<file path="config.mk">
export PLATFORM = sky130hd
export DESIGN_NAME = action_cost_token_bucket_unit_flat
export DESIGN_NICKNAME = d
export VERILOG_FILES = /design/src/rtl/core/actb_pkg.sv /design/src/rtl/core/actb_ifs.sv /design/src/rtl/core/action_cost_token_bucket_unit.sv /design/src/flat_wrapper.sv
export SDC_FILE = /design/constraint.sdc
export NUM_CORES = 1
export LEC_CHECK = 0
export BUFFER_PORTS_ARGS = -buffer_cell sky130_fd_sc_hd__buf_2
export CORE_UTILIZATION = 45
export CTS_CLUSTER_DIAMETER = 60
export DETAILED_ROUTE_END_ITERATION = 10
export HOLD_SLACK_MARGIN = 0.1
export PLACE_DENSITY_LB_ADDON = 0.05
export SLEW_MARGIN = 20
export SYNTH_ARGS = -nofsm -noshare
export SYNTH_HDL_FRONTEND = slang
export SYNTH_SLANG_ARGS = --single-unit
</file>
<file path="constraint.sdc">
create_clock -name clk -period 13.15 [get_ports clk]
set_clock_uncertainty 0.1 [all_clocks]
set_input_delay 0.6575 -clock clk [delete_from_list [all_inputs] [get_ports clk]]
set_output_delay 0.6575 -clock clk [all_outputs]
set_load 0.005 [all_outputs]
</file>
<file path="src/rtl/core/actb_pkg.sv">
// shared codes, widths and reset values for the action cost token bucket
`default_nettype none

package actb_pkg;

  // field widths
  localparam int unsigned OpW       = 2;
  localparam int unsigned ActionW   = 5;
  localparam int unsigned CostW     = 8;
  localparam int unsigned BalanceW  = 20;
  localparam int unsigned RegenW    = 16;
  localparam int unsigned RateW     = 18;
  localparam int unsigned AuthW     = 2;
  localparam int unsigned TotalW    = 32;
  localparam int unsigned CfgIndexW = 3;
  localparam int unsigned CfgDataW  = 64;

  // operation codes
  localparam logic [OpW-1:0] OP_CHECK = 2'd0;
  localparam logic [OpW-1:0] OP_BURN  = 2'd1;
  localparam logic [OpW-1:0] OP_TICK  = 2'd2;
  localparam logic [OpW-1:0] OP_INIT  = 2'd3;

  // authority levels
  localparam logic [AuthW-1:0] AUTH_KERNEL  = 2'd0;
  localparam logic [AuthW-1:0] AUTH_ADMIN   = 2'd1;
  localparam logic [AuthW-1:0] AUTH_SERVICE = 2'd2;
  localparam logic [AuthW-1:0] AUTH_USER    = 2'd3;

  // configuration register indexes
  localparam logic [CfgIndexW-1:0] REG_MAX_BASE   = 3'd0;
  localparam logic [CfgIndexW-1:0] REG_REGEN_BASE = 3'd1;
  localparam logic [CfgIndexW-1:0] REG_AUTHORITY  = 3'd2;
  localparam logic [CfgIndexW-1:0] REG_COST_LOW   = 3'd3;
  localparam logic [CfgIndexW-1:0] REG_COST_MID   = 3'd4;
  localparam logic [CfgIndexW-1:0] REG_COST_HIGH  = 3'd5;

  // register reset values
  localparam logic [BalanceW-1:0] MAX_BASE_RESET   = 20'd1000;
  localparam logic [RegenW-1:0]   REGEN_BASE_RESET = 16'd10;
  localparam logic [AuthW-1:0]    AUTHORITY_RESET  = AUTH_USER;

  // cost table word: eight byte-wide costs
  typedef logic [7:0][CostW-1:0] cost_word_t;

  // cost charged for a zero table entry or an unlisted action
  localparam logic [CostW-1:0] COST_DEFAULT = 8'd1;

endpackage

`default_nettype wire

</file>
<file path="src/rtl/core/actb_ifs.sv">
// item channels of the action cost token bucket: request, result, configuration
`default_nettype none

interface actb_req_if;
  logic                             valid;
  logic                             ready;
  logic [actb_pkg::OpW-1:0]         op;
  logic [actb_pkg::ActionW-1:0]     action;
  modport source (output valid, op, action, input ready);
  modport sink   (input valid, op, action, output ready);
endinterface

interface actb_rsp_if;
  logic                             valid;
  logic                             ready;
  logic                             ok;
  logic [actb_pkg::CostW-1:0]       applied_cost;
  logic [actb_pkg::BalanceW-1:0]    balance_now;
  logic                             starved_now;
  logic [actb_pkg::TotalW-1:0]      burned_total;
  logic [actb_pkg::TotalW-1:0]      regen_total;
  modport source (output valid, ok, applied_cost, balance_now, starved_now,
                  burned_total, regen_total, input ready);
  modport sink   (input valid, ok, applied_cost, balance_now, starved_now,
                  burned_total, regen_total, output ready);
endinterface

interface actb_cfg_if;
  logic                             valid;
  logic                             ready;
  logic [actb_pkg::CfgIndexW-1:0]   index;
  logic [actb_pkg::CfgDataW-1:0]    data;
  modport source (output valid, index, data, input ready);
  modport sink   (input valid, index, data, output ready);
endinterface

`default_nettype wire

</file>
<file path="src/rtl/core/action_cost_token_bucket_unit.sv">
// top level of the action cost token bucket: per-action cost, check, burn, refill and init
//
//  channel  role   payload
//  req      sink   op, action
//  rsp      source ok, applied_cost, balance_now, starved_now, burned_total, regen_total
//  cfg      sink   index, data (always ready)
//
//  one item per cycle sustained while results are taken; each accepted item passes
//  through the input register, then the result register, updating the bucket state at that edge
//  the single add/subtract-and-clamp on the balance sets the critical path
//  a stalled result holds the input register, which still takes an item when empty
//  synchronous reset: balance, latched capacity and rate, flag and totals go to zero
`default_nettype none

module action_cost_token_bucket_unit #(
  parameter int unsigned NUM_ACTIONS = 18
) (
  input  wire logic clk,
  input  wire logic rst,
  actb_req_if.sink   req,
  actb_rsp_if.source rsp,
  actb_cfg_if.sink   cfg
);

  localparam int unsigned BW = actb_pkg::BalanceW;
  localparam int unsigned TW = actb_pkg::TotalW;
  localparam logic [5:0]  NumActs = 6'(NUM_ACTIONS);

  // configuration registers
  logic [BW-1:0]                      max_base;
  logic [actb_pkg::RegenW-1:0]        regen_base;
  logic [actb_pkg::AuthW-1:0]         auth_level;
  actb_pkg::cost_word_t               cost_low;
  actb_pkg::cost_word_t               cost_mid;
  actb_pkg::cost_word_t               cost_high;

  // bucket state
  logic [BW-1:0]                      balance;
  logic                               starved;
  logic [TW-1:0]                      burned_count;
  logic [TW-1:0]                      regen_count;
  logic [BW-1:0]                      cap_latched;
  logic [actb_pkg::RateW-1:0]         rate_latched;

  // input register
  logic                               s1_valid;
  logic [actb_pkg::OpW-1:0]           s1_op;
  logic [actb_pkg::ActionW-1:0]       s1_action;

  // next values
  logic [BW-1:0]                      balance_next;
  logic                               starved_next;
  logic [TW-1:0]                      burned_count_next;
  logic [TW-1:0]                      regen_count_next;
  logic [BW-1:0]                      cap_latched_next;
  logic [actb_pkg::RateW-1:0]         rate_latched_next;
  logic                               ok_next;

  logic                               s1_adv;
  actb_pkg::cost_word_t               cost_word;
  logic [actb_pkg::CostW-1:0]         cost_byte;
  logic [actb_pkg::CostW-1:0]         cost;
  logic [BW:0]                        tick_sum;
  logic [BW+1:0]                      max_x3;

  // configuration writes, always accepted
  assign cfg.ready = 1'b1;

  always_ff @(posedge clk) begin
    if (rst) begin
      max_base        <= actb_pkg::MAX_BASE_RESET;
      regen_base      <= actb_pkg::REGEN_BASE_RESET;
      auth_level      <= actb_pkg::AUTHORITY_RESET;
      cost_low        <= '0;
      cost_mid        <= '0;
      cost_high       <= '0;
    end else if (cfg.valid) begin
      unique case (cfg.index)
        actb_pkg::REG_MAX_BASE:   max_base        <= cfg.data[BW-1:0];
        actb_pkg::REG_REGEN_BASE: regen_base      <= cfg.data[actb_pkg::RegenW-1:0];
        actb_pkg::REG_AUTHORITY:  auth_level      <= cfg.data[actb_pkg::AuthW-1:0];
        actb_pkg::REG_COST_LOW:   cost_low        <= cfg.data;
        actb_pkg::REG_COST_MID:   cost_mid        <= cfg.data;
        actb_pkg::REG_COST_HIGH:  cost_high       <= cfg.data;
        default: ;
      endcase
    end
  end

  // handshake: input register moves on when the result register is free
  assign s1_adv    = s1_valid && (!rsp.valid || rsp.ready);
  assign req.ready = !s1_valid || s1_adv;

  always_ff @(posedge clk) begin
    if (rst) begin
      s1_valid <= 1'b0;
    end else if (req.ready) begin
      s1_valid <= req.valid;
    end
  end

  always_ff @(posedge clk) begin
    if (req.valid && req.ready) begin
      s1_op     <= req.op;
      s1_action <= req.action;
    end
  end

  // cost lookup: zero entry or unlisted action costs one
  always_comb begin
    case (s1_action[4:3])
      2'd0:    cost_word = cost_low;
      2'd1:    cost_word = cost_mid;
      default: cost_word = cost_high;
    endcase
    cost_byte = cost_word[s1_action[2:0]];
    if ({1'b0, s1_action} >= NumActs || s1_action[4:3] == 2'd3 || cost_byte == '0) begin
      cost = actb_pkg::COST_DEFAULT;
    end else begin
      cost = cost_byte;
    end
  end

  // operation datapath
  always_comb begin
    balance_next      = balance;
    starved_next      = starved;
    burned_count_next = burned_count;
    regen_count_next  = regen_count;
    cap_latched_next  = cap_latched;
    rate_latched_next = rate_latched;
    ok_next           = 1'b1;
    tick_sum          = {1'b0, balance} + (BW+1)'(rate_latched);
    max_x3            = {2'b00, max_base} + {1'b0, max_base, 1'b0};
    unique case (s1_op)
      actb_pkg::OP_CHECK: begin
        ok_next = balance >= BW'(cost);
      end
      actb_pkg::OP_BURN: begin
        if (balance < BW'(cost)) begin
          starved_next = 1'b1;
          ok_next      = 1'b0;
        end else begin
          balance_next      = balance - BW'(cost);
          burned_count_next = burned_count + TW'(cost);
          starved_next      = (balance == BW'(cost));
        end
      end
      actb_pkg::OP_TICK: begin
        if (rate_latched != '0) begin
          if (balance < cap_latched) begin
            if (tick_sum > {1'b0, cap_latched}) begin
              balance_next = cap_latched;
            end else begin
              balance_next = tick_sum[BW-1:0];
            end
            regen_count_next = regen_count + TW'(balance_next - balance);
          end
          if (balance_next != '0) begin
            starved_next = 1'b0;
          end
        end
      end
      actb_pkg::OP_INIT: begin
        unique case (auth_level)
          actb_pkg::AUTH_KERNEL: begin
            cap_latched_next  = max_base;
            rate_latched_next = {regen_base, 2'b00};
          end
          actb_pkg::AUTH_ADMIN: begin
            cap_latched_next  = max_x3[BW+1:2];
            rate_latched_next = {1'b0, regen_base, 1'b0};
          end
          actb_pkg::AUTH_SERVICE: begin
            cap_latched_next  = {1'b0, max_base[BW-1:1]};
            rate_latched_next = {2'b00, regen_base};
          end
          default: begin
            cap_latched_next  = {2'b00, max_base[BW-1:2]};
            rate_latched_next = {3'b000, regen_base[actb_pkg::RegenW-1:1]};
          end
        endcase
        balance_next      = cap_latched_next;
        starved_next      = 1'b0;
        burned_count_next = '0;
        regen_count_next  = '0;
      end
      default: ;
    endcase
  end

  // bucket state update
  always_ff @(posedge clk) begin
    if (rst) begin
      balance      <= '0;
      starved      <= 1'b0;
      burned_count <= '0;
      regen_count  <= '0;
      cap_latched  <= '0;
      rate_latched <= '0;
    end else if (s1_adv) begin
      balance      <= balance_next;
      starved      <= starved_next;
      burned_count <= burned_count_next;
      regen_count  <= regen_count_next;
      cap_latched  <= cap_latched_next;
      rate_latched <= rate_latched_next;
    end
  end

  // result register
  always_ff @(posedge clk) begin
    if (rst) begin
      rsp.valid <= 1'b0;
    end else if (!rsp.valid || rsp.ready) begin
      rsp.valid <= s1_valid;
    end
  end

  always_ff @(posedge clk) begin
    if (s1_adv) begin
      rsp.ok           <= ok_next;
      rsp.applied_cost <= cost;
      rsp.balance_now  <= balance_next;
      rsp.starved_now  <= starved_next;
      rsp.burned_total <= burned_count_next;
      rsp.regen_total  <= regen_count_next;
    end
  end

  // checks on the bucket and the result stage
  a_balance_capped: assert property (@(posedge clk) disable iff (rst)
    balance <= cap_latched)
    else $error("balance above latched capacity");

  a_result_held: assert property (@(posedge clk) disable iff (rst)
    (rsp.valid && !rsp.ready) |=> rsp.valid)
    else $error("stalled result dropped");

  a_init_clears: assert property (@(posedge clk) disable iff (rst)
    (s1_adv && s1_op == actb_pkg::OP_INIT) |=>
      (burned_count == '0 && regen_count == '0 && balance == cap_latched && !starved))
    else $error("init did not refill and clear");

  a_zero_rate_tick: assert property (@(posedge clk) disable iff (rst)
    (s1_adv && s1_op == actb_pkg::OP_TICK && rate_latched == '0) |=>
      ($stable(balance) && $stable(starved) && $stable(regen_count)))
    else $error("tick with zero rate changed state");

  a_result_matches_state: assert property (@(posedge clk) disable iff (rst)
    s1_adv |=> (rsp.balance_now == balance && rsp.starved_now == starved))
    else $error("result disagrees with bucket state");

endmodule

`default_nettype wire

</file>
<file path="src/flat_wrapper.sv">
// flat-port wrapper written by rule: the top's interface ports become plain ports
module action_cost_token_bucket_unit_flat 
#(
  parameter int unsigned NUM_ACTIONS = 18
)
  (clk, rst, req_valid, req_op, req_action, req_ready, rsp_valid, rsp_ok, rsp_applied_cost, rsp_balance_now, rsp_starved_now, rsp_burned_total, rsp_regen_total, rsp_ready, cfg_valid, cfg_index, cfg_data, cfg_ready);
  actb_req_if req_i ();
  actb_rsp_if rsp_i ();
  actb_cfg_if cfg_i ();
  input  wire logic clk;
  input  wire logic rst;
  input wire logic [$bits(req_i.valid)-1:0] req_valid;
  input wire logic [$bits(req_i.op)-1:0] req_op;
  input wire logic [$bits(req_i.action)-1:0] req_action;
  output wire logic [$bits(req_i.ready)-1:0] req_ready;
  output wire logic [$bits(rsp_i.valid)-1:0] rsp_valid;
  output wire logic [$bits(rsp_i.ok)-1:0] rsp_ok;
  output wire logic [$bits(rsp_i.applied_cost)-1:0] rsp_applied_cost;
  output wire logic [$bits(rsp_i.balance_now)-1:0] rsp_balance_now;
  output wire logic [$bits(rsp_i.starved_now)-1:0] rsp_starved_now;
  output wire logic [$bits(rsp_i.burned_total)-1:0] rsp_burned_total;
  output wire logic [$bits(rsp_i.regen_total)-1:0] rsp_regen_total;
  input wire logic [$bits(rsp_i.ready)-1:0] rsp_ready;
  input wire logic [$bits(cfg_i.valid)-1:0] cfg_valid;
  input wire logic [$bits(cfg_i.index)-1:0] cfg_index;
  input wire logic [$bits(cfg_i.data)-1:0] cfg_data;
  output wire logic [$bits(cfg_i.ready)-1:0] cfg_ready;
  assign req_i.valid = req_valid;
  assign req_i.op = req_op;
  assign req_i.action = req_action;
  assign req_ready = req_i.ready;
  assign rsp_valid = rsp_i.valid;
  assign rsp_ok = rsp_i.ok;
  assign rsp_applied_cost = rsp_i.applied_cost;
  assign rsp_balance_now = rsp_i.balance_now;
  assign rsp_starved_now = rsp_i.starved_now;
  assign rsp_burned_total = rsp_i.burned_total;
  assign rsp_regen_total = rsp_i.regen_total;
  assign rsp_i.ready = rsp_ready;
  assign cfg_i.valid = cfg_valid;
  assign cfg_i.index = cfg_index;
  assign cfg_i.data = cfg_data;
  assign cfg_ready = cfg_i.ready;
  action_cost_token_bucket_unit #(.NUM_ACTIONS(NUM_ACTIONS)) u_core (.clk(clk), .rst(rst), .req(req_i), .rsp(rsp_i), .cfg(cfg_i));
endmodule
</file>
==> metrics.txt, run 1 <==
outcome=finished, final reports clean; Sink Count=456; Max-Cap Viols=0; vias post-DR=24250; Initial Utilization=45.78%; Worst Path Max Fanout=22; Leak=11.55 nW; Net count, final=3567; DR pass1 iterations=6; WL met3=5.238 mm; Slew Viols, Final=0; syn_area_per_cell=8.148 µm²; hold buffers post-CTS=7; Switching Share=33.91%; Comb power frac=28.9%; post-route ant nets=0; kind of critical path=flip-flop to flip-flop; vias in the first global route=23120; M1 WL=38.77 mm; leading cell type in the layout, fill and taps excluded=nand2_1; Async SR Flop Fraction=0%; clk_lat worst skew=0.61 ns; Post-CTS Setup Repair Bufs=0; Remaining Overflow, GRT=0; Die X=245.0 µm; layout cells sized above 1=11.72%; Pwr Total=4.193 mW; Setup violations, final=0; dpl hpwl=62.65 mm; cells after synthesis=3260; drt via density=5.849; die area=60010 µm²; Place WS=3.316 ns; worst reg-to-reg setup slack=3.14 ns; initial drt markers=1781; Peak supply drop=0.1141 mV; clock root buffer=clkbuf_16; Int Power=2.771 mW; Final Wtd Congestion=0.9297; R2R Path End=u_core.rsp.regen_total[31]$_DFFE_PP_; part of the power in registers=36.4%; P per Cell Area=140.7 nW/µm²; Sw Pwr=1.422 mW; FMAX=99.91 MHz; Die Ht=245.0 µm; WL met2=41.66 mm; Slew HR=30.41%; # fillers=5558; CTS H-tree depth=2; slowest cell on the critical path=dfxtp_1; syn_nets=3490; Worst setup EP type=flip-flop; P&R area growth vs syn=12.17%; I/O pins=176; max incr delay on CP=0.54 ns; final hold viol count=0; CTS buffer count=52; clock share of power=34.8%; R2R depth=38; post_cts resized=0; Worst-Margin Slew=1.044 ns; CP startpoint kind=flip-flop; Seq cells post-synth=456; top sig layer=met5; Ys Warns=0; post-route worst setup slack=3.141 ns; GRT Overall Usage=29.23%; TNS Setup=0 ns; Distinct cells, synth=83; row cnt=88; most frequent cells in the layout=nand2_1, a21oi_1, dfxtp_1; clock-pin transition on the worst setup and hold timing paths=0.06 ns; register area share after synthesis=38.17%; area leader, netlist=dfxtp_1; Mapped Area=26560 µm²; hold depth=3; Max Root-Sink Buffers=3; launching point of the worst reg2reg path=u_core.balance[0]$_SDFFE_PP0P_; drt drc=0; Core Area=58030 µm²; Routed WL=88.76 mm; Critical Path RT=13.41 ns; CP arrival=10.27 ns; number of enable flip-flop cells after synthesis=101; first-pass GRT wire length=136.0 mm; largest net degree at the start of global routing=91; RSZ-0062 raised after global routing=no; crit share post-route=76.11%; DR WL/cell=21.41 µm; Hold Path End=u_core.s1_valid$_SDFFE_PP0N_; post-synth top area share=26.75%; top cells by area, synth=dfxtp_1, edfxtp_1, nand2_1; CTS tree=yes; antenna violations before repair=9; Hold Crit Start=req_valid; IO Port Bufs=174; ys flop type=dfxtp_1; min Tclk post-route=10.01 ns; HP Class=primary input to flip-flop
synth_stat cells, types with 19 or more instances:
master	number
mux2_2	36
a211oi_1	58
o21ai_0	117
nand2b_1	30
and3_1	19
inv_1	88
clkbuf_1	173
nand2_1	707
dfxtp_1	355
nand4_1	19
nor2_1	213
nor3_1	54
a21oi_1	452
or3_1	25
a31oi_1	29
nand3_1	75
o211ai_1	21
mux4_2	32
mux2i_1	57
a21o_1	33
edfxtp_1	101
xnor2_1	69
ha_1	145
xor2_1	38
flip-flops by register name (all words and copies together) (netlist names), 32 cells and up:
register	flops
u_core.rsp.regen_total	32
u_core.burned_count	32
u_core.regen_count	32
u_core.cost_low	64
u_core.rsp.burned_total	32
u_core.cost_high	64
u_core.cost_mid	64
cells by family after synthesis:
group | count (synthesis) | synth area share, %
compound gates | 903 | 20.54
flops | 456 | 38.17
other cells | 1 | 0.01412
fa+ha+maj | 151 | 7.282
mux | 125 | 6.387
simple gates | 1233 | 20.04
buf+inv | 284 | 4.037
xor+xnor | 107 | 3.528
metal layers:
metal | vias up | global-route usage [%]
met5 | - | 0
met4 | 12 | 10.06
met3 | 166 | 4.308
met2 | 707 | 48.71
met1 | 11620 | 38.50
li1 | 11740 | -
power groups by stage:
stage	logic, mW	clock network [mW]	registers [mW]
after floorplan	0.855	0	1.54
after global placement	1.19	0	1.55
after detailed placement	1.19	0	1.55
after CTS	1.20	1.49	1.52
after global routing	1.34	1.54	1.53
final	1.21	1.46	1.52
per-stage QoR:
stage | instance area, µm² | cells | util [%] | hold WS (ns)
floorplan | 26560 | 3260 | - | 0.3329
global placement | 27990 | 4041 | 48.24 | 0.3381
detailed placement | 27990 | 4041 | 48.24 | 0.3431
CTS | 29790 | 4145 | 51.35 | 0.1482
global route | 29800 | 4146 | 51.35 | 0.1865
finish | 29800 | 4146 | 51.35 | 0.1744
worst max path at each step:
stage	start	to	slack (ns)	cells past startpoint
after floorplan	u_core.balance[0]$_SDFFE_PP0P_	u_core.rsp.regen_total[31]$_DFFE_PP_	4.62	35
after global placement	u_core.balance[8]$_SDFFE_PP0P_	u_core.rsp.regen_total[31]$_DFFE_PP_	3.56	36
after detailed placement	u_core.balance[0]$_SDFFE_PP0P_	u_core.rsp.regen_total[31]$_DFFE_PP_	3.32	39
after CTS	u_core.balance[0]$_SDFFE_PP0P_	u_core.rsp.regen_total[31]$_DFFE_PP_	3.28	39
after global routing	u_core.balance[0]$_SDFFE_PP0P_	u_core.rsp.regen_total[31]$_DFFE_PP_	2.11	40
final	u_core.balance[0]$_SDFFE_PP0P_	u_core.rsp.regen_total[31]$_DFFE_PP_	3.14	38
final cells by class:
cell class	count	area, µm²	share of cell area (%)
repair buffers	216	1214	4.073
well taps	765	957.2	3.212
clock buffers	76	1543	5.178
flip-flops and latches	456	10140	34.04
multi-input cells	2520	15400	51.69
diodes	1	2.502	0.008398
clock inverters	21	188.9	0.6341
inverters	91	346.6	1.163
worst max-delay path, delay by kind of cell, from the launching register on:
| kind | cells | cell delay [ns] |
|---|---|---|
| compound gates | 18 | 4.44 |
| flops | 1 | 0.54 |
| simple gates | 10 | 1.85 |
| fa+ha+maj | 5 | 1.70 |
| xor+xnor | 3 | 0.80 |
| buf+inv | 2 | 0.30 |
Note: power is estimated with default switching activity, not from simulation.
==> inputs of run 2 (changes only) <==
==> constraint.sdc (replaced) <==
create_clock -name clk -period 8.1 [get_ports clk]
set_clock_uncertainty 0.1 [all_clocks]
set_input_delay 0.405 -clock clk [delete_from_list [all_inputs] [get_ports clk]]
set_output_delay 0.405 -clock clk [all_outputs]
set_load 0.005 [all_outputs]
==> run 2 against run 1 <==
Effect of this change: the run now ends with setup timing left; largest cell class unchanged; largest power group is now combinational logic; register-to-register slack got worse by 3.2 ns; wire length increased by 2.8%; combinational power increased by 130%; worst hold slack got worse by 0.022 ns; worst setup slack got worse by 3.2 ns; non-clock buffer count increased by 330; critical endpoint unchanged; design area increased by 12%; utilization increased by 6.2 points.
==> metrics.txt, run 2 (synthesis gave the netlist of run 1 again) <==
max incr delay on CP=0.36 ns (-0.18 ns); launching point of the worst reg2reg path=u_core.rate_latched[0]$_SDFFE_PP0P_; final hold viol count=0 (unchanged); Final Wtd Congestion=0.9811 (+5.5%); die area=60010 µm² (unchanged); worst reg-to-reg setup slack=-0.09 ns (-3.23 ns); Worst Path Max Fanout=5 (-77%); R2R depth=44 (+16%); clk_lat worst skew=0.64 ns (+0.03 ns); CTS tree=yes; fin area=33400 µm² (+12%); Remaining Overflow, GRT=0 (unchanged); CP startpoint kind=flip-flop; Leak=13.37 nW (+16%); GRT Overall Usage=29.81% (+0.59 points); Die Ht=245.0 µm (unchanged); Reg area=10150 µm² (about the same); antenna violations before repair=2 (-7); layout cells sized above 1=20.96% (+9.2 points); largest net degree at the start of global routing=200 (+120%); Die X=245.0 µm (unchanged); Slew HR=25.89% (-4.5 points); leading cell type in the layout, fill and taps excluded=nand2_1; Largest regs=u_core.cost_high: 64 flops, u_core.cost_low: 64 flops, u_core.cost_mid: 64 flops; row cnt=88 (unchanged); Worst setup EP type=flip-flop; most frequent cells in the layout=nand2_1, a21oi_1, dfxtp_1; Initial Utilization=45.78% (unchanged); Max Root-Sink Buffers=3 (unchanged); crit share post-route=101.1% (+25 points); I/O pins=176 (unchanged); vias post-DR=25590 (+5.5%); Worst-Margin Slew=1.109 ns (+0.06519 ns); Slew Viols, Final=0 (unchanged); DR pass1 iterations=6 (unchanged); CTS H-tree depth=2 (unchanged); clock-pin transition on the worst setup and hold timing paths=0.06 ns (about the same); kind of critical path=flip-flop to flip-flop; Hold Crit Start=cfg_index[1]; CP arrival=8.47 ns (-1.80 ns); drt drc=0 (unchanged); post-route worst setup slack=-0.08533 ns (-3.226 ns); drt via density=5.708 (-2.4%); failing checks=setup timing; Pwr Total=7.713 mW (+84%); first-pass GRT wire length=139.6 mm (+2.6%); FMAX=122.2 MHz (+22%); IO Port Bufs=174 (unchanged); hold depth=4 (+1); # fillers=5298 (-4.7%); Placed Area=29680 µm² (+6.0%); post-route ant nets=0 (unchanged); clock root buffer=clkbuf_16; Net count, final=3900 (+9.3%); outcome=finished with violations; Max-Cap Viols=0 (unchanged); initial drt markers=1738 (-2.4%); RSZ-0062 raised after global routing=yes; Core Area=58030 µm² (unchanged); CP top delay family=compound AO/OA/AOI/OAI gates; P per Cell Area=230.9 nW/µm² (+64%); slowest cell on the critical path=fa_2; R2R Path End=u_core.rsp.regen_total[31]$_DFFE_PP_; Hold Path End=u_core.auth_level[0]$_SDFFE_PP1P_; vias in the first global route=24610 (+6.4%); dpl hpwl=63.75 mm (+1.8%); Sink Count=456 (unchanged); worst path bufs/invs=8 (+6); CP dominant cell by count=buf_4; min Tclk post-route=8.185 ns (-1.824 ns); Routed WL=91.22 mm (+2.8%); Setup violations, final=2 (+2); P&R area growth vs syn=25.75%; Peak supply drop=0.1972 mV (+73%); Critical Path RT=8.38 ns (-5.03 ns); DR WL/cell=20.35 µm (-4.9%); CTS buffer count=55 (+5.8%); HP Class=primary input to flip-flop; area of the multi-input gates=16120 µm² (+4.7%)
## run 2: cell types whose count changed in the layout (fill, tap and decap cells not counted), moves of 12 or more
| cell | previous run | this run |
|---|---|---|
| a21oi_1 | 452 | 432 |
| a21oi_2 | 0 | 17 |
| buf_4 | 35 | 281 |
| buf_6 | 0 | 12 |
| dlygate4sd3_1 | 7 | 76 |
| ha_1 | 145 | 131 |
| o21ai_0 | 117 | 101 |
| o21ai_2 | 1 | 13 |
## run 2: per-layer routing
metal	GRT usage, %	share of wire (%)	up-vias
li1	-	-	12430
met3	5.478	6.9	179
met1	38.26	42	12170
met2	49.63	48	806
met5	0	0.014	-
met4	11.32	3.6	2
## run 2: worst min-delay path: cells and delay by family
kind	cells	cell delay, ns
AO/OA/AOI/OAI	1	0.08
AND/OR/NAND/NOR	2	0.19
buffers and inverters	1	0.17
## run 2: where the power goes
part	internal, mW	switching (mW)
Combinational	1.26	1.49
Sequential	2.41	0.0478
Clock	1.46	1.05
## run 2: how the worst max path moves through the flow
stage	depth (start not counted)	slack, ns	start	endpoint
after floorplan	36	0.0009	u_core.balance[8]$_SDFFE_PP0P_	u_core.rsp.regen_total[31]$_DFFE_PP_
after global placement	42	-0.34	u_core.rate_latched[0]$_SDFFE_PP0P_	u_core.rsp.regen_total[31]$_DFFE_PP_
after detailed placement	38	-0.65	u_core.rate_latched[0]$_SDFFE_PP0P_	u_core.rsp.regen_total[31]$_DFFE_PP_
after CTS	37	-0.05	u_core.balance[0]$_SDFFE_PP0P_	u_core.rsp.regen_total[31]$_DFFE_PP_
after global routing	44	-0.35	u_core.rate_latched[0]$_SDFFE_PP0P_	u_core.rsp.regen_total[31]$_DFFE_PP_
final	44	-0.09	u_core.rate_latched[0]$_SDFFE_PP0P_	u_core.rsp.regen_total[31]$_DFFE_PP_
## run 2: what timing repair did
| item | in CTS | in global routing |
|---|---|---|
| setup buffers | 34 | 20 |
| cloned | 0 | 0 |
| hold buffers | 76 | 0 |
| endpoints found under the hold margin | 257 | 0 |
| endpoints found under the setup margin | 27 | 38 |
| resized for setup | 67 | 94 |
| pin swaps | 51 | 83 |
## run 2: through the flow
stage	hold WS (ns)	instances	utilization [%]	setup TNS [ns]	setup WS, ns
CTS	0.1087	4467	56.59	-0.07247	-0.05123
global route	0.1709	4482	57.56	-3.106	-0.3457
detailed placement	0.3439	4255	51.15	-8.597	-0.6484
global placement	0.3382	4255	51.15	-2.776	-0.3384
finish	0.1522	4483	57.56	-0.09942	-0.08533
floorplan	0.3329	3260	-	0	0.0008553
## run 2: area by class of cell
type                       count  share of cell area, %
antenna                        1               0.007492
tap                          765                  2.866
inverter                      91                  1.038
timing repair buffer         546                  11.81
multi-input combinational   2520                  48.27
clock inverter                28                 0.9627
sequential                   456                  30.38
clock buffer                  76                  4.660
